`src/design/hrp_pkg.sv`:
```
// ----------------------------------------------------------------------------
// HTTP request header parser: shared types and constants
// Widths, phase and status codes, parse state and result structures used by
// the interfaces and by every module of the parser.
// ----------------------------------------------------------------------------
package hrp_pkg;

    // Request, headers and body must fit in this many bytes.
    localparam int WINDOW_BYTES = 65536;

    // Byte offsets run from 0 up to WINDOW_BYTES inclusive.
    localparam int POS_W = $clog2(WINDOW_BYTES + 1);
    // Room for a length times ten plus one digit before saturation.
    localparam int ACC_W = POS_W + 4;
    // Header name index saturates at its all-ones value.
    localparam int NIDX_W = 5;

    // Result field widths.
    localparam int STATUS_W = 2;
    localparam int HDR_W    = 17;
    localparam int LEN_W    = 16;
    localparam int CLEN_W   = 17;

    // Verdict codes.
    localparam logic [STATUS_W-1:0] ST_ACCEPTED  = STATUS_W'(0);
    localparam logic [STATUS_W-1:0] ST_MALFORMED = STATUS_W'(1);
    localparam logic [STATUS_W-1:0] ST_LEN_REQ   = STATUS_W'(2);
    localparam logic [STATUS_W-1:0] ST_TOO_LARGE = STATUS_W'(3);

    // Characters of interest.
    localparam logic [7:0] CH_CR    = 8'h0D;
    localparam logic [7:0] CH_LF    = 8'h0A;
    localparam logic [7:0] CH_SPACE = 8'h20;
    localparam logic [7:0] CH_COLON = 8'h3A;
    localparam logic [7:0] CH_DASH  = 8'h2D;
    localparam logic [7:0] CH_ZERO  = 8'h30;
    localparam logic [7:0] CH_NINE  = 8'h39;

    // Header name candidates, one bit each.
    localparam logic [2:0] M_NONE = 3'b000;
    localparam logic [2:0] M_CL   = 3'b001;
    localparam logic [2:0] M_CT   = 3'b010;
    localparam logic [2:0] M_TE   = 3'b100;
    localparam logic [2:0] M_ALL  = 3'b111;

    typedef enum logic [2:0] {
        PH_REQ,
        PH_NAME,
        PH_SKIP,
        PH_VALUE,
        PH_DONE
    } phase_t;

    // Parse state touched by the per-byte scanner.
    typedef struct packed {
        phase_t             phase;
        logic               bad;
        logic               sp1;
        logic               sp2;
        logic               chunk;
        logic               digit;
        logic [POS_W-1:0]   first_space;
        logic [POS_W-1:0]   target_count;
        logic [NIDX_W-1:0]  name_index;
        logic [2:0]         match;
        logic [POS_W-1:0]   len_acc;
        logic [POS_W-1:0]   type_start;
    } parse_t;

    localparam parse_t PARSE_RESET = '{phase: PH_REQ, match: M_ALL, default: '0};

    typedef struct packed {
        logic [STATUS_W-1:0] status;
        logic [HDR_W-1:0]    header_bytes;
        logic [LEN_W-1:0]    method_length;
        logic [LEN_W-1:0]    target_length;
        logic [CLEN_W-1:0]   content_length;
        logic [LEN_W-1:0]    type_offset;
        logic [LEN_W-1:0]    type_length;
        logic                type_present;
    } result_t;

endpackage

```
`src/design/hrp_if.sv`:
```
// ----------------------------------------------------------------------------
// HTTP request header parser: channel interfaces
// Valid/ready channels for request bytes in and verdicts out.
// ----------------------------------------------------------------------------
interface hrp_in_if;
    import hrp_pkg::*;

    logic       valid;
    logic       ready;
    logic [7:0] data_byte;
    logic       first;

    modport source (output valid, output data_byte, output first, input ready);
    modport sink   (input valid, input data_byte, input first, output ready);
endinterface

interface hrp_out_if;
    import hrp_pkg::*;

    logic                valid;
    logic                ready;
    logic [STATUS_W-1:0] status;
    logic [HDR_W-1:0]    header_bytes;
    logic [LEN_W-1:0]    method_length;
    logic [LEN_W-1:0]    target_length;
    logic [CLEN_W-1:0]   content_length;
    logic [LEN_W-1:0]    type_offset;
    logic [LEN_W-1:0]    type_length;
    logic                type_present;

    modport source (
        output valid, output status, output header_bytes, output method_length,
        output target_length, output content_length, output type_offset,
        output type_length, output type_present, input ready
    );
    modport sink (
        input valid, input status, input header_bytes, input method_length,
        input target_length, input content_length, input type_offset,
        input type_length, input type_present, output ready
    );
endinterface

```
`src/design/hrp_feed.sv`:
```
// ----------------------------------------------------------------------------
// HTTP request header parser: byte scanner
// Advances the parse state by one content byte (request line, header name
// match, value skip and Content-Length digits).
// ----------------------------------------------------------------------------
module hrp_feed (
    input  logic                     en,
    input  logic [7:0]               ch,
    input  logic [hrp_pkg::POS_W-1:0] pos,
    input  hrp_pkg::parse_t          cur,
    output hrp_pkg::parse_t          nxt
);
    import hrp_pkg::*;

    localparam logic [NIDX_W-1:0] CL_LEN = NIDX_W'(14);
    localparam logic [NIDX_W-1:0] CT_LEN = NIDX_W'(12);
    localparam logic [NIDX_W-1:0] TE_LEN = NIDX_W'(17);

    localparam logic [7:0] CL_NAME [14] = '{
        "c", "o", "n", "t", "e", "n", "t", "-", "l", "e", "n", "g", "t", "h"
    };
    localparam logic [7:0] CT_NAME [12] = '{
        "c", "o", "n", "t", "e", "n", "t", "-", "t", "y", "p", "e"
    };
    localparam logic [7:0] TE_NAME [17] = '{
        "t", "r", "a", "n", "s", "f", "e", "r", "-",
        "e", "n", "c", "o", "d", "i", "n", "g"
    };

    // Letters compare without case; the dash must match exactly.
    function automatic logic name_eq(input logic [7:0] c, input logic [7:0] e);
        if (e == CH_DASH)
        begin
            return c == CH_DASH;
        end
        return (c | 8'h20) == e;
    endfunction

    logic              is_space;
    logic              is_digit;
    logic              cl_hit;
    logic              ct_hit;
    logic              te_hit;
    logic              take_value;
    logic [2:0]        keep;
    logic [3:0]        digit_val;
    logic [ACC_W-1:0]  acc_mul;
    logic [POS_W-1:0]  acc_sat;

    always_comb
    begin
        is_space  = ch == CH_SPACE;
        is_digit  = (ch >= CH_ZERO) && (ch <= CH_NINE);
        digit_val = 4'(ch - CH_ZERO);
        acc_mul   = (ACC_W'(cur.len_acc) << 3) + (ACC_W'(cur.len_acc) << 1)
                  + ACC_W'(digit_val);
        acc_sat   = (acc_mul > ACC_W'(WINDOW_BYTES)) ? POS_W'(WINDOW_BYTES)
                                                     : POS_W'(acc_mul);

        cl_hit = (cur.name_index < CL_LEN) && name_eq(ch, CL_NAME[cur.name_index[3:0]]);
        ct_hit = (cur.name_index < CT_LEN) && name_eq(ch, CT_NAME[cur.name_index[3:0]]);
        te_hit = (cur.name_index < TE_LEN) && name_eq(ch, TE_NAME[cur.name_index]);

        if (cur.match[0] && (cur.name_index == CL_LEN))
        begin
            keep = M_CL;
        end
        else if (cur.match[1] && (cur.name_index == CT_LEN))
        begin
            keep = M_CT;
        end
        else if (cur.match[2] && (cur.name_index == TE_LEN))
        begin
            keep = M_TE;
        end
        else
        begin
            keep = M_NONE;
        end

        take_value = en && (((cur.phase == PH_SKIP) && !is_space) || (cur.phase == PH_VALUE));

        nxt = cur;
        if (en)
        begin
            case (cur.phase)
                PH_REQ:
                begin
                    if (!cur.sp1)
                    begin
                        if (is_space)
                        begin
                            nxt.sp1         = 1'b1;
                            nxt.first_space = pos;
                        end
                    end
                    else if (!cur.sp2)
                    begin
                        if (is_space)
                        begin
                            nxt.sp2 = 1'b1;
                        end
                        else
                        begin
                            nxt.target_count = cur.target_count + 1'b1;
                        end
                    end
                end
                PH_NAME:
                begin
                    if (ch == CH_COLON)
                    begin
                        nxt.match = keep;
                        nxt.phase = PH_SKIP;
                        if (keep == M_CL)
                        begin
                            nxt.len_acc = '0;
                            nxt.digit   = 1'b0;
                        end
                    end
                    else
                    begin
                        nxt.match = cur.match & {te_hit, ct_hit, cl_hit};
                        if (cur.name_index != '1)
                        begin
                            nxt.name_index = cur.name_index + 1'b1;
                        end
                    end
                end
                PH_SKIP:
                begin
                    if (!is_space)
                    begin
                        nxt.phase = PH_VALUE;
                        if (cur.match == M_CT)
                        begin
                            nxt.type_start = pos;
                        end
                    end
                end
                default:
                begin
                end
            endcase
        end

        // Content-Length value: digits accumulate, anything else is malformed.
        if (take_value && (cur.match == M_CL))
        begin
            if (is_digit)
            begin
                nxt.len_acc = acc_sat;
                nxt.digit   = 1'b1;
            end
            else
            begin
                nxt.bad = 1'b1;
            end
        end
    end

endmodule

```
`src/design/hrp_core.sv`:
```
// ----------------------------------------------------------------------------
// HTTP request header parser: state and verdict logic
// Holds the parse state, tracks CR LF progress, closes lines and forms the
// verdict at header end or when the window runs out.
// ----------------------------------------------------------------------------
module hrp_core (
    input  logic              clk,
    input  logic              rst_n,
    input  logic              step,
    input  logic [7:0]        data_byte,
    input  logic              first,
    output logic              emit,
    output hrp_pkg::result_t  result
);
    import hrp_pkg::*;

    typedef enum logic [1:0] {
        CR_NONE,
        CR_SEEN,
        CR_LF,
        CR_LF_CR
    } crlf_t;

    logic [POS_W-1:0] pos_reg;
    logic [POS_W-1:0] pos_next;
    crlf_t            crlf_reg;
    crlf_t            crlf_next;
    parse_t           parse_reg;
    parse_t           parse_next;
    logic [POS_W-1:0] type_count_reg;
    logic [POS_W-1:0] type_count_next;
    logic             type_seen_reg;
    logic             type_seen_next;

    logic [POS_W-1:0] base_pos;
    crlf_t            base_crlf;
    parse_t           base_parse;
    logic [POS_W-1:0] base_tcount;
    logic             base_tseen;

    logic             cr_pending;
    logic             lf_end;
    logic             hdr_end;
    logic             win_end;
    logic             active;
    logic [POS_W-1:0] cr_pos;
    logic [POS_W-1:0] hb;
    parse_t           after_cr;
    parse_t           after_ch;
    parse_t           ended;
    logic [POS_W-1:0] tcount_end;
    logic             tseen_end;

    // A held CR is scanned first, then the new byte, in the same cycle.
    hrp_feed u_feed_cr (
        .en  (cr_pending),
        .ch  (CH_CR),
        .pos (cr_pos),
        .cur (base_parse),
        .nxt (after_cr)
    );

    hrp_feed u_feed_ch (
        .en  (1'b1),
        .ch  (data_byte),
        .pos (base_pos),
        .cur (after_cr),
        .nxt (after_ch)
    );

    always_comb
    begin
        // A first byte restarts the parser before it is looked at.
        if (first)
        begin
            base_pos    = '0;
            base_crlf   = CR_NONE;
            base_parse  = PARSE_RESET;
            base_tcount = '0;
            base_tseen  = 1'b0;
        end
        else
        begin
            base_pos    = pos_reg;
            base_crlf   = crlf_reg;
            base_parse  = parse_reg;
            base_tcount = type_count_reg;
            base_tseen  = type_seen_reg;
        end

        cr_pending = (base_crlf == CR_SEEN) || (base_crlf == CR_LF_CR);
        lf_end     = (data_byte == CH_LF) && cr_pending;
        hdr_end    = lf_end && (base_crlf == CR_LF_CR);
        cr_pos     = base_pos - 1'b1;
        hb         = base_pos + 1'b1;
        win_end    = !hdr_end && (hb >= POS_W'(WINDOW_BYTES));
        active     = step && (base_parse.phase != PH_DONE);

        // Line close at CR LF.
        ended      = base_parse;
        tcount_end = base_tcount;
        tseen_end  = base_tseen;
        case (base_parse.phase)
            PH_REQ:
            begin
                if (!base_parse.sp1 || (base_parse.first_space == '0)
                    || !base_parse.sp2 || (base_parse.target_count == '0))
                begin
                    ended.bad = 1'b1;
                end
            end
            PH_SKIP, PH_VALUE:
            begin
                if ((base_parse.match == M_CL) && !base_parse.digit)
                begin
                    ended.bad = 1'b1;
                end
                if (base_parse.match == M_CT)
                begin
                    if (base_parse.phase == PH_SKIP)
                    begin
                        ended.type_start = cr_pos;
                    end
                    tcount_end = cr_pos - ended.type_start;
                    tseen_end  = 1'b1;
                end
                if (base_parse.match == M_TE)
                begin
                    ended.chunk = 1'b1;
                end
            end
            default:
            begin
            end
        endcase
        ended.phase      = PH_NAME;
        ended.name_index = '0;
        ended.match      = M_ALL;

        // Next state.
        pos_next        = pos_reg;
        crlf_next       = crlf_reg;
        parse_next      = parse_reg;
        type_count_next = type_count_reg;
        type_seen_next  = type_seen_reg;
        if (step)
        begin
            pos_next        = base_pos;
            crlf_next       = base_crlf;
            parse_next      = base_parse;
            type_count_next = base_tcount;
            type_seen_next  = base_tseen;
            if (active)
            begin
                pos_next = hb;
                if (lf_end)
                begin
                    parse_next      = ended;
                    type_count_next = tcount_end;
                    type_seen_next  = tseen_end;
                    crlf_next       = hdr_end ? CR_NONE : CR_LF;
                    if (hdr_end)
                    begin
                        parse_next.phase = PH_DONE;
                    end
                end
                else if (data_byte == CH_CR)
                begin
                    parse_next = after_cr;
                    crlf_next  = (base_crlf == CR_LF) ? CR_LF_CR : CR_SEEN;
                end
                else
                begin
                    parse_next = after_ch;
                    crlf_next  = CR_NONE;
                end
                if (win_end)
                begin
                    parse_next.phase = PH_DONE;
                end
            end
        end

        // Verdict.
        emit   = active && (hdr_end || win_end);
        result = '0;
        if (hdr_end)
        begin
            result.header_bytes = HDR_W'(hb);
            if (ended.bad)
            begin
                result.status = ST_MALFORMED;
            end
            else
            begin
                if (ended.chunk)
                begin
                    result.status = ST_LEN_REQ;
                end
                else if (ended.len_acc > (POS_W'(WINDOW_BYTES) - hb))
                begin
                    result.status = ST_TOO_LARGE;
                end
                else
                begin
                    result.status = ST_ACCEPTED;
                end
                result.method_length  = LEN_W'(ended.first_space);
                result.target_length  = LEN_W'(ended.target_count);
                result.content_length = CLEN_W'(ended.len_acc);
                result.type_offset    = LEN_W'(ended.type_start);
                result.type_length    = LEN_W'(tcount_end);
                result.type_present   = tseen_end;
            end
        end
        else
        begin
            result.status = ST_TOO_LARGE;
        end
    end

    always_ff @(posedge clk or negedge rst_n)
    begin
        if (!rst_n)
        begin
            pos_reg        <= '0;
            crlf_reg       <= CR_NONE;
            parse_reg      <= PARSE_RESET;
            type_count_reg <= '0;
            type_seen_reg  <= 1'b0;
        end
        else
        begin
            pos_reg        <= pos_next;
            crlf_reg       <= crlf_next;
            parse_reg      <= parse_next;
            type_count_reg <= type_count_next;
            type_seen_reg  <= type_seen_next;
        end
    end

endmodule

```
`src/design/http_request_header_parser_unit.sv`:
```
// ----------------------------------------------------------------------------
// HTTP request header parser unit
// Scans request bytes for the end of the headers and reports one verdict
// with the request line split and the Content-Length and Content-Type facts.
// ----------------------------------------------------------------------------
// The parser takes one request byte per clock cycle, sustained, and never
// needs a gap between bytes while the verdict side keeps up: each transfer on
// the request channel is processed while it sits in the input register, by a
// single state update in hrp_core, and that state loop is what sets the rate.
// A verdict, for the byte that ends the headers (the LF of the first CR LF CR
// LF) or for the byte that fills the window, is held in the result register
// and shown from there on the verdict channel. While a verdict waits in the
// result register the core does not step: the next byte stays in the input
// register and the request channel stalls until the verdict transfer. Raise
// first with the first byte of every request; after reset the parser already
// waits at offset zero. After a verdict, bytes are swallowed without result
// until first is seen. The window is WINDOW_BYTES bytes; there is no memory
// and no start-up pass.
// ----------------------------------------------------------------------------
module http_request_header_parser_unit (
    input  logic      clk,
    input  logic      rst_n,
    hrp_in_if.sink    request,
    hrp_out_if.source verdict
);
    import hrp_pkg::*;

    // Input register: holds one accepted byte until the core takes it.
    logic       in_valid_reg;
    logic       in_valid_next;
    logic [7:0] in_byte_reg;
    logic       in_first_reg;

    // Result register: holds one verdict until the downstream transfer.
    logic       res_valid_reg;
    logic       res_valid_next;
    result_t    res_reg;

    logic       fire;
    logic       core_emit;
    result_t    core_result;

    // The core steps whenever a byte is waiting and a verdict it may produce
    // has somewhere to go.
    assign fire          = in_valid_reg && (!res_valid_reg || verdict.ready);
    assign request.ready = !in_valid_reg || fire;

    always_comb
    begin
        in_valid_next  = request.ready ? request.valid : in_valid_reg;
        res_valid_next = (res_valid_reg && !verdict.ready) || (fire && core_emit);
    end

    hrp_core u_core (
        .clk       (clk),
        .rst_n     (rst_n),
        .step      (fire),
        .data_byte (in_byte_reg),
        .first     (in_first_reg),
        .emit      (core_emit),
        .result    (core_result)
    );

    always_ff @(posedge clk or negedge rst_n)
    begin
        if (!rst_n)
        begin
            in_valid_reg  <= 1'b0;
            res_valid_reg <= 1'b0;
        end
        else
        begin
            in_valid_reg  <= in_valid_next;
            res_valid_reg <= res_valid_next;
        end
    end

    always_ff @(posedge clk)
    begin
        if (request.valid && request.ready)
        begin
            in_byte_reg  <= request.data_byte;
            in_first_reg <= request.first;
        end
        if (fire && core_emit)
        begin
            res_reg <= core_result;
        end
    end

    assign verdict.valid          = res_valid_reg;
    assign verdict.status         = res_reg.status;
    assign verdict.header_bytes   = res_reg.header_bytes;
    assign verdict.method_length  = res_reg.method_length;
    assign verdict.target_length  = res_reg.target_length;
    assign verdict.content_length = res_reg.content_length;
    assign verdict.type_offset    = res_reg.type_offset;
    assign verdict.type_length    = res_reg.type_length;
    assign verdict.type_present   = res_reg.type_present;

    // A byte waiting in the input register is never overwritten before the
    // core has taken it.
    a_in_hold: assert property (@(posedge clk) disable iff (!rst_n)
        in_valid_reg && !fire |=> in_valid_reg && $stable(in_byte_reg))
        else $error("input byte lost before processing");

    // An accepted body always fits in what the headers leave of the window.
    a_body_fits: assert property (@(posedge clk) disable iff (!rst_n)
        verdict.valid && (verdict.status == ST_ACCEPTED)
        |-> (int'(verdict.content_length) + int'(verdict.header_bytes) <= WINDOW_BYTES))
        else $error("accepted verdict with a body beyond the window");

    // A malformed verdict carries nothing but the header byte count.
    a_malformed_clear: assert property (@(posedge clk) disable iff (!rst_n)
        verdict.valid && (verdict.status == ST_MALFORMED)
        |-> (verdict.method_length == '0) && (verdict.target_length == '0)
            && (verdict.content_length == '0) && (verdict.type_present == 1'b0))
        else $error("malformed verdict with nonzero fields");

    // A header end needs at least the four bytes of the blank line.
    a_min_header: assert property (@(posedge clk) disable iff (!rst_n)
        verdict.valid && (verdict.header_bytes != '0)
        |-> (verdict.header_bytes >= HDR_W'(4)))
        else $error("header end reported before four bytes");

endmodule

```
`src/flat_wrapper.sv`:
```
// flat-port wrapper written by rule: the top's interface ports become plain ports
module http_request_header_parser_unit_flat import hrp_pkg::*;
  (clk, rst_n, request_valid, request_data_byte, request_first, request_ready, verdict_valid, verdict_status, verdict_header_bytes, verdict_method_length, verdict_target_length, verdict_content_length, verdict_type_offset, verdict_type_length, verdict_type_present, verdict_ready);
  hrp_in_if request_i ();
  hrp_out_if verdict_i ();
  input  logic clk;
  input  logic rst_n;
  input wire logic [$bits(request_i.valid)-1:0] request_valid;
  input wire logic [$bits(request_i.data_byte)-1:0] request_data_byte;
  input wire logic [$bits(request_i.first)-1:0] request_first;
  output wire logic [$bits(request_i.ready)-1:0] request_ready;
  output wire logic [$bits(verdict_i.valid)-1:0] verdict_valid;
  output wire logic [$bits(verdict_i.status)-1:0] verdict_status;
  output wire logic [$bits(verdict_i.header_bytes)-1:0] verdict_header_bytes;
  output wire logic [$bits(verdict_i.method_length)-1:0] verdict_method_length;
  output wire logic [$bits(verdict_i.target_length)-1:0] verdict_target_length;
  output wire logic [$bits(verdict_i.content_length)-1:0] verdict_content_length;
  output wire logic [$bits(verdict_i.type_offset)-1:0] verdict_type_offset;
  output wire logic [$bits(verdict_i.type_length)-1:0] verdict_type_length;
  output wire logic [$bits(verdict_i.type_present)-1:0] verdict_type_present;
  input wire logic [$bits(verdict_i.ready)-1:0] verdict_ready;
  assign request_i.valid = request_valid;
  assign request_i.data_byte = request_data_byte;
  assign request_i.first = request_first;
  assign request_ready = request_i.ready;
  assign verdict_valid = verdict_i.valid;
  assign verdict_status = verdict_i.status;
  assign verdict_header_bytes = verdict_i.header_bytes;
  assign verdict_method_length = verdict_i.method_length;
  assign verdict_target_length = verdict_i.target_length;
  assign verdict_content_length = verdict_i.content_length;
  assign verdict_type_offset = verdict_i.type_offset;
  assign verdict_type_length = verdict_i.type_length;
  assign verdict_type_present = verdict_i.type_present;
  assign verdict_i.ready = verdict_ready;
  http_request_header_parser_unit u_core (.clk(clk), .rst_n(rst_n), .request(request_i), .verdict(verdict_i));
endmodule
```
`config.mk`:
```
export PLATFORM = sky130hd
export DESIGN_NAME = http_request_header_parser_unit_flat
export DESIGN_NICKNAME = d
export VERILOG_FILES = /design/src/design/hrp_pkg.sv /design/src/design/hrp_if.sv /design/src/design/hrp_feed.sv /design/src/design/hrp_core.sv /design/src/design/http_request_header_parser_unit.sv /design/src/flat_wrapper.sv
export SDC_FILE = /design/constraint.sdc
export NUM_CORES = 1
export LEC_CHECK = 0
export BUFFER_PORTS_ARGS = -buffer_cell sky130_fd_sc_hd__buf_2
export CAP_MARGIN = 20
export CORE_UTILIZATION = 45
export DETAILED_ROUTE_END_ITERATION = 8
export SLEW_MARGIN = 20
export SYNTH_ARGS = -nofsm -noshare
export SYNTH_HDL_FRONTEND = slang
export SYNTH_SLANG_ARGS = --single-unit
```
`constraint.sdc`:
```
create_clock -name clk -period 8.7 [get_ports clk]
set_input_delay 2.175 -clock clk [delete_from_list [all_inputs] [get_ports clk]]
set_output_delay 2.175 -clock clk [all_outputs]
set_load 0.005 [all_outputs]
```
==> results.txt, run 1 <==
Worst-Skew Late Latency = 0.56 ns
# IOs = 116
Placed wire-length estimate = 31400 um
CP required = 8.89 ns
Worst Skew = 0.0112 ns
Max reg flops = 83
1st-iter DRT viols = 1202
Synth Warn # = 0
Seq/Total Area, Yosys = 0.414
Slew HR = 0.218
Drt drc = 2
Worst path cell trace = buf_4 -> clkinv_1 -> buf_4 -> nand2_1 -> mux2i_1 -> or3b_1 -> nor2_1 -> ha_1 -> inv_1 -> a31oi_4 -> buf_4
Mapped Area = 0.0153 mm^2
Pleak = 7.46 nW
GP Congestion = 0.961
Status = finished, violations left
Die Width = 186 um
Most numerous cell on the critical path = buf_4
Final Hold Fails = 0
DRT Pass-1 Iters = 8
Number of diodes = 0
Dpl cell area = 0.0162 mm^2
FF+latch count, synth = 231
Via count = 13200
Startpoint types = flip-flop
Failing checks = DRC
Hold Buf Count CTS = 0
Wire per inst = 20.2 um
Worst Hold Launch = u_core.u_core.type_count_reg[3]
IO Port Bufs = 115
Die Area = 0.0348 mm^2
Initial antenna violation count = 0
# rows = 67
Worst r2r src = u_core.in_first_reg
Remaining antenna violation count = 0
Inst Count DP = 2160
Vias in the first global route = 12300
Final cell count without fillers = 2211
Power, Total = 2.76 mW
All-Layer GR Usage = 0.253
Syn avg cell area = 9.09 um^2
Top_reg_cell synth = dfrtp_1
Bufs on Longest Clock Path = 3
Worst setup margin = 3.26 ns
Slowest cell on the critical path = a31oi_4
RSZ-0062 raised after global routing = no
CTS Buf Count = 27
Post-Syn Instances = 1685
Post-route setup TNS = 0 ns
Syn Nets = 1783
Total wire length = 44700 um
Area grow syn2layout = 11.8%
CTS root buf = clkbuf_16
Worst Tran Pin Value = 1.16 ns
Postcts setup bufs = 0
Post-route cell area = 0.0171 mm^2
Share of post-route cells with drive strength above 1 = 0.125
Fmax = 184 MHz
Final setup violation count = 0
CTS resizes = 0
CTS tree = done
Hold Crit Class = reg -> reg
Maximum number of pins on one net before global-route repair = 75
Final period util = 0.626
Clock sink count = 231
Pre-CTS setup slack = 3.30 ns
Number of synthesized flops with an enable pin = 110
Critical path capture point type = flip-flop
Critical Path Start = u_core.in_first_reg
Global route overflow = 0
Buf/Inv on CP = 5
Crit-path max FO = 61
Largest delay share family, worst path = buffers and inverters
Core area = 0.0335 mm^2
First-pass GRT wire length = 70800 um
Htree depth = 1
Max-cap violation count = 0
Post-DR vias/cell = 5.95
Initial core utilization = 0.457
Cell Pwr Density = 161 mW/mm^2
CP Class = reg -> reg
Most frequent cells in the layout = 157 x nor2_1, 157 x nand2_1, 129 x o21ai_0
Die height = 186 um
Nets = 1840
Clk slew on worst S/H paths = 0.06 ns
Synth unique cells = 87
Post-synthesis async set-or-reset flop share = 0.524
Minimum clock period = 5.44 ns
CP arrival = 5.64 ns
Worst path max stage delay = 0.79 ns
VDD IR max = 127 uV
Slew Limit Fails = 0
## per-stage QoR
stage,hold slack [ns],util
3_5_place_dp,0.470,0.484
2_1_floorplan,0.439,-
5_1_grt,0.498,0.511
4_1_cts,0.483,0.510
3_3_place_gp,0.459,0.483
6_report,0.481,0.511
## synth_stat cells (all sizes together), types with 18 or more instances
| library cell | instances | area [um^2] |
|---|---|---|
| a21oi | 86 | 434 |
| a22o | 20 | 175 |
| a31oi | 21 | 131 |
| and2 | 50 | 313 |
| and3 | 34 | 213 |
| buf | 18 | 101 |
| clkbuf | 89 | 334 |
| dfrtp | 118 | 2950 |
| edfxtp | 110 | 3300 |
| ha | 83 | 1040 |
| inv | 40 | 150 |
| mux2i | 40 | 400 |
| nand2 | 158 | 593 |
| nand3 | 62 | 310 |
| nand4 | 26 | 169 |
| nor2 | 157 | 589 |
| nor2b | 43 | 269 |
| nor3 | 47 | 235 |
| nor4 | 27 | 188 |
| o21ai | 140 | 701 |
| xnor2 | 51 | 447 |
| xor2 | 42 | 368 |
## worst paths after layout
path	to	cells after the start	slack (ns)
worst max-delay path	u_core.verdict.type_offset[9]	11	3.26
worst min-delay path	u_core.u_core.type_count_reg[3]	2	0.48
worst max register to register	u_core.verdict.type_offset[9]	11	3.26
worst min register to register	u_core.u_core.type_count_reg[3]	2	0.48
max in group asynchronous	u_core.u_core.parse_reg[34]	3	5.78
min in group asynchronous	u_core.u_core.parse_reg[51]	1	1.68
## cell type report
| type | count | area, um^2 |
|---|---|---|
| multi-input combinational | 1307 | 8450 |
| clock inverter | 17 | 166 |
| tap | 448 | 561 |
| clock buffer | 33 | 708 |
| fill | 3165 | 16400 |
| inverter | 40 | 150 |
| sequential | 231 | 6330 |
| timing repair buffer | 135 | 748 |
## worst reg2reg max path: cells and delay by family (launching register included)
kind                     cells  cell delay (ns)
multiplexers                 1             0.21
adder cells (fa/ha/maj)      1             0.18
AND/OR/NAND/NOR              3             0.76
flip-flops                   1             0.54
AO/OA/AOI/OAI                1             0.79
buffers and inverters        5             2.60
## routing by layer
layer  global-route usage  share of wire  vias to the layer above
li1                     -              -                     6274
met1                0.368           0.46                     6339
met3               0.0314          0.066                       73
met5                    0              0                        -
met2                0.394           0.45                      478
met4               0.0741          0.023                        0
## cells by family after synthesis
kind of cell             Yosys count  synth area share
AND/OR/NAND/NOR                  682             0.228
AO/OA/AOI/OAI                    404             0.168
flip-flops                       231             0.414
buffers and inverters            147            0.0382
XOR/XNOR                          93            0.0532
adder cells (fa/ha/maj)           85            0.0704
multiplexers                      43            0.0284
## power by group
part / internal (mW) / leakage, nW / switching [mW] / total (mW)
clock: 0.646 / 0.420 / 0.482 / 1.13
combinational: 0.156 / 4.14 / 0.285 / 0.440
sequential: 1.15 / 2.90 / 0.0368 / 1.19
total: 1.95 / 7.46 / 0.803 / 2.76
(Power assumes the default switching activity.)
==> run 2: changes to the inputs <==
==> constraint.sdc (replaced) <==
create_clock -name clk -period 5.25 [get_ports clk]
set_input_delay 1.3125 -clock clk [delete_from_list [all_inputs] [get_ports clk]]
set_output_delay 1.3125 -clock clk [all_outputs]
set_load 0.005 [all_outputs]
==> results.txt, run 2 (synthesized netlist as in run 1, its figures left out) <==
Status = complete, no violations
Met2 usage = 0.404
Fmax = 214 MHz
Worst Hold End = u_core.u_core.type_count_reg[13]
Internal = 3.43 mW
Worst Skew = 0.0117 ns
DRT Pass-1 Iters = 6
VDD IR max = 241 uV
Pleak = 7.63 nW
WHS Path Cells = 2
Final setup violation count = 0
Post-route cell area = 0.0174 mm^2
Clock sink count = 231
Drt drc = 0
Htree depth = 1
Worst-Skew Late Latency = 0.55 ns
IO Port Bufs = 115
Critical path capture point type = flip-flop
# rows = 67
Post-DR vias/cell = 5.95
Die Area = 0.0348 mm^2
Worst r2r src = u_core.in_first_reg
Comb pwr share = 0.159
Hold WS = 0.487 ns
Max-cap violation count = 0
Core area = 0.0335 mm^2
Hold Buf Count CTS = 0
Met3 Usage GRT = 0.0410
RSZ-0062 raised after global routing = no
Reg power frac = 0.413
Die height = 186 um
Initial core utilization = 0.457
Inst Count DP = 2183
Post-route setup TNS = 0 ns
CP arrival = 4.98 ns
P_sw = 1.34 mW
Clk slew on worst S/H paths = 0.06 ns
Final cell count without fillers = 2232
Via count = 13300
All-Layer GR Usage = 0.258
Dpl cell area = 0.0164 mm^2
Crit-path max FO = 50
Worst Hold Launch = u_core.u_core.type_count_reg[13]
Global route overflow = 0
Worst r2r dst = u_core.verdict.type_length[15]
CTS tree = done
Share of post-route cells with drive strength above 1 = 0.139
Gr busiest metal = met2
Remaining antenna violation count = 0
Slew HR = 0.360
Worst R2R Path Depth = 14
GP Congestion = 0.937
Met1 GRT Util = 0.367
Max reg flops = 83
Reg2reg setup slack = 0.58 ns
Most frequent cells in the layout = 158 x nand2_1, 157 x nor2_1, 129 x o21ai_0
Power, Total = 4.78 mW
Final period util = 0.890
CTS resizes = 0
Clock share of power = 0.428
Minimum clock period = 4.67 ns
Startpoint types = flip-flop
Wire per inst = 20.3 um
CTS root buf = clkbuf_16
Number of diodes = 0
Most common cell after layout, fill and taps aside = nand2_1
Maximum number of pins on one net before global-route repair = 72
Postcts setup bufs = 0
Fillers = 3134
Vias in the first global route = 12700
# IOs = 116
CP required = 5.55 ns
Slew Limit Fails = 0
Switching Share = 0.281
First-pass GRT wire length = 71600 um
Area grow syn2layout = 13.7%
Final Hold Fails = 0
Hold Crit Class = reg -> reg
CTS Buf Count = 27
Worst Tran Pin Value = 0.955 ns
Initial antenna violation count = 0
Total wire length = 45400 um
Nets = 1862
Placed wire-length estimate = 32800 um
CP Class = reg -> reg
Bufs on Longest Clock Path = 3
Cell Pwr Density = 274 mW/mm^2
1st-iter DRT viols = 1075
Die Width = 186 um
run 2: metrics by stage:
step,setup slack (ns),util
2_1_floorplan,0.0472,-
4_1_cts,0.643,0.519
6_report,0.576,0.519
3_5_place_dp,0.647,0.490
3_3_place_gp,0.762,0.490
5_1_grt,0.185,0.519
run 2: worst max path at each step:
stage          slack (ns)  cells past startpoint                          endpoint           startpoint
3_3_place_gp         0.76                     14    u_core.verdict.type_length[15]  u_core.in_first_reg
6_report             0.58                     14    u_core.verdict.type_length[15]  u_core.in_first_reg
3_5_place_dp         0.65                     14    u_core.verdict.type_length[15]  u_core.in_first_reg
2_1_floorplan        0.05                     16  u_core.verdict.content_length[0]  u_core.in_first_reg
5_1_grt              0.18                     14    u_core.verdict.type_length[15]  u_core.in_first_reg
4_1_cts              0.64                     14    u_core.verdict.type_length[15]  u_core.in_first_reg
run 2: metal layers:
| layer | routed length, um | up-vias |
|---|---|---|
| li1 | - | 6303 |
| met1 | 20900 | 6425 |
| met2 | 20300 | 481 |
| met3 | 2960 | 77 |
| met4 | 1250 | 0 |
| met5 | 0 | - |
run 2: worst max-delay path: stages, from the launching register on:
cell and delay, ns:
edfxtp_1 0.42, buf_4 0.49, clkinv_1 0.60, buf_4 0.40
a31oi_1 0.33, ha_1 0.29, nor2b_1 0.14, o31a_1 0.29
nor4_1 0.33, o311a_1 0.30, o311ai_0 0.15, a21oi_1 0.20
xor2_1 0.19, nor2_1 0.06, o21a_1 0.21
run 2: cell type report:
type	instances	area [um^2]	area share
clock buffers	35	746	0.0428
clock inverters	14	220	0.0127
multi-input cells	1307	8470	0.486
inverters	40	150	0.00863
repair buffers	157	931	0.0535
well taps	448	561	0.0322
flip-flops and latches	231	6330	0.364
run 2: power groups by stage:
stage          Combinational [mW]  Clock (mW)  Sequential (mW)
2_1_floorplan               0.555           0             1.96
3_3_place_gp                0.749           0             2.00
3_5_place_dp                0.750           0             2.01
4_1_cts                     0.755        2.07             1.97
5_1_grt                     0.840        2.14             1.97
6_report                    0.761        2.04             1.97
==> run 3: changes to the inputs <==
--- a/config.mk
+++ b/config.mk
@@ -9,6 +9,7 @@
 export CAP_MARGIN = 20
 export CORE_UTILIZATION = 45
 export DETAILED_ROUTE_END_ITERATION = 8
+export MAX_ROUTING_LAYER = met4
 export SLEW_MARGIN = 20
 export SYNTH_ARGS = -nofsm -noshare
 export SYNTH_HDL_FRONTEND = slang
==> results.txt, run 3 (synthesized netlist as in run 1, its figures left out) <==
1st-iter DRT viols = 1101
Max-cap violation count = 0
Pleak = 7.58 nW
Drt drc = 2
Final period util = 0.909
All-Layer GR Usage = 0.266
Slowest cell on the critical path = clkinv_1
Area grow syn2layout = 13.2%
Placed wire-length estimate = 32900 um
Most frequent cells in the layout = 158 x nand2_1, 157 x nor2_1, 129 x o21ai_0
Clock sink count = 231
Slew Limit Fails = 0
P_sw = 1.35 mW
CP required = 5.56 ns
Htree depth = 1
Fillers = 3164
Cell Pwr Density = 266 mW/mm^2
Initial core utilization = 0.457
Initial antenna violation count = 0
CP arrival = 5.08 ns
# IOs = 116
Worst path cell trace = buf_4 -> clkinv_1 -> buf_4 -> a31oi_1 -> ha_1 -> nor2b_1 -> o31a_1 -> nor4_1 -> o311a_1 -> o311ai_0 -> a21oi_1 -> xor2_1 -> nor2_1 -> o21a_1
Maximum number of pins on one net before global-route repair = 72
Remaining antenna violation count = 0
RSZ-0062 raised after global routing = no
CP Class = reg -> reg
Clock share of power = 0.408
Final Hold Fails = 0
Largest delay share family, worst path = compound AO/OA/AOI/OAI gates
Worst-Skew Late Latency = 0.56 ns
Fin util = 0.517
Startpoint types = flip-flop
Worst Skew = 0.0176 ns
Number of diodes = 0
First-pass GRT wire length = 72000 um
Die height = 186 um
Nets = 1862
Die Width = 186 um
CTS resizes = 0
VDD IR max = 257 uV
Clk slew on worst S/H paths = 0.06 ns
Most common cell after layout, fill and taps aside = nand2_1
Internal = 3.26 mW
Critical path capture point type = flip-flop
Switching Share = 0.293
Wire per inst = 20.4 um
CTS tree = done
Vias in the first global route = 12600
Status = finished, violations left
CTS root buf = clkbuf_16
IO Port Bufs = 115
Total wire length = 45500 um
Hold WS = 0.468 ns
Comb pwr share = 0.164
Most numerous cell on the critical path = buf_4
# rows = 67
Postcts setup bufs = 0
Failing checks = DRC
Share of post-route cells with drive strength above 1 = 0.139
Core area = 0.0335 mm^2
Bufs on Longest Clock Path = 3
Minimum clock period = 4.77 ns
Max reg flops = 83
Hold Buf Count CTS = 0
Global route overflow = 0
Final setup violation count = 0
Fmax = 210 MHz
Slew HR = 0.353
Worst path max stage delay = 0.56 ns
Hold Crit Class = reg -> reg
Reg power frac = 0.429
Die Area = 0.0348 mm^2
Worst Tran Pin Value = 0.971 ns
Post-route setup TNS = 0 ns
Post-DR vias/cell = 5.96
CTS Buf Count = 27
GP Congestion = 0.937
Crit-path max FO = 49
DRT Pass-1 Iters = 8
Via count = 13300
Buf/Inv on CP = 3
[run 3: power by group through the flow]
| stage | registers (mW) | clock network [mW] | logic [mW] |
|---|---|---|---|
| floorplan | 1.96 | 0 | 0.555 |
| finish | 1.98 | 1.88 | 0.755 |
| global route | 1.98 | 1.99 | 0.828 |
| global placement | 2.01 | 0 | 0.743 |
| detailed placement | 2.01 | 0 | 0.739 |
| CTS | 1.97 | 1.93 | 0.744 |
[run 3: final timing paths]
kind / from / endpoint / slack, ns / cells past startpoint
max in group asynchronous: rst_n / u_core.u_core.type_count_reg[4] / 3.48 / 2
min: u_core.u_core.type_seen_reg / u_core.u_core.type_seen_reg / 0.47 / 2
max reg2reg: u_core.in_first_reg / u_core.verdict.type_length[15] / 0.48 / 14
max: u_core.in_first_reg / u_core.verdict.type_length[15] / 0.48 / 14
min reg2reg: u_core.u_core.type_seen_reg / u_core.u_core.type_seen_reg / 0.47 / 2
min in group asynchronous: rst_n / u_core.u_core.parse_reg[50] / 0.91 / 1
[run 3: worst register-to-register path, cell delays in order, from the launching register on]
cell and delay (ns):
edfxtp_1 0.42, buf_4 0.48, clkinv_1 0.56, buf_4 0.43, a31oi_1 0.35, ha_1 0.29
nor2b_1 0.14, o31a_1 0.28, nor4_1 0.42, o311a_1 0.31, o311ai_0 0.16, a21oi_1 0.20
xor2_1 0.20, nor2_1 0.06, o21a_1 0.21
[run 3: cell type report]
| class | count | area [um^2] | area share |
|---|---|---|---|
| flip-flops and latches | 231 | 6330 | 0.366 |
| repair buffers | 157 | 931 | 0.0537 |
| clock buffers | 34 | 722 | 0.0417 |
| clock inverters | 16 | 161 | 0.00932 |
| inverters | 40 | 150 | 0.00867 |
| well taps | 448 | 561 | 0.0324 |
| multi-input cells | 1307 | 8470 | 0.489 |
[run 3: metrics by stage]
step / area, um^2 / power (mW) / setup WS [ns] / instances
after floorplan: 15400 / 2.51 / 0.0472 / 1685
after global placement: 16400 / 2.75 / 0.708 / 2183
after detailed placement: 16400 / 2.75 / 0.583 / 2183
after CTS: 17300 / 4.65 / 0.553 / 2233
after global routing: 17300 / 4.80 / 0.127 / 2233
final: 17300 / 4.61 / 0.480 / 2233
[run 3: metal layers]
layer | vias to the layer above | share of wire | global-route usage
met3 | 64 | 0.057 | 0.0303
met2 | 424 | 0.46 | 0.408
li1 | 6306 | - | -
met1 | 6511 | 0.47 | 0.373
met5 | - | 0 | -
met4 | 0 | 0.021 | 0.0716
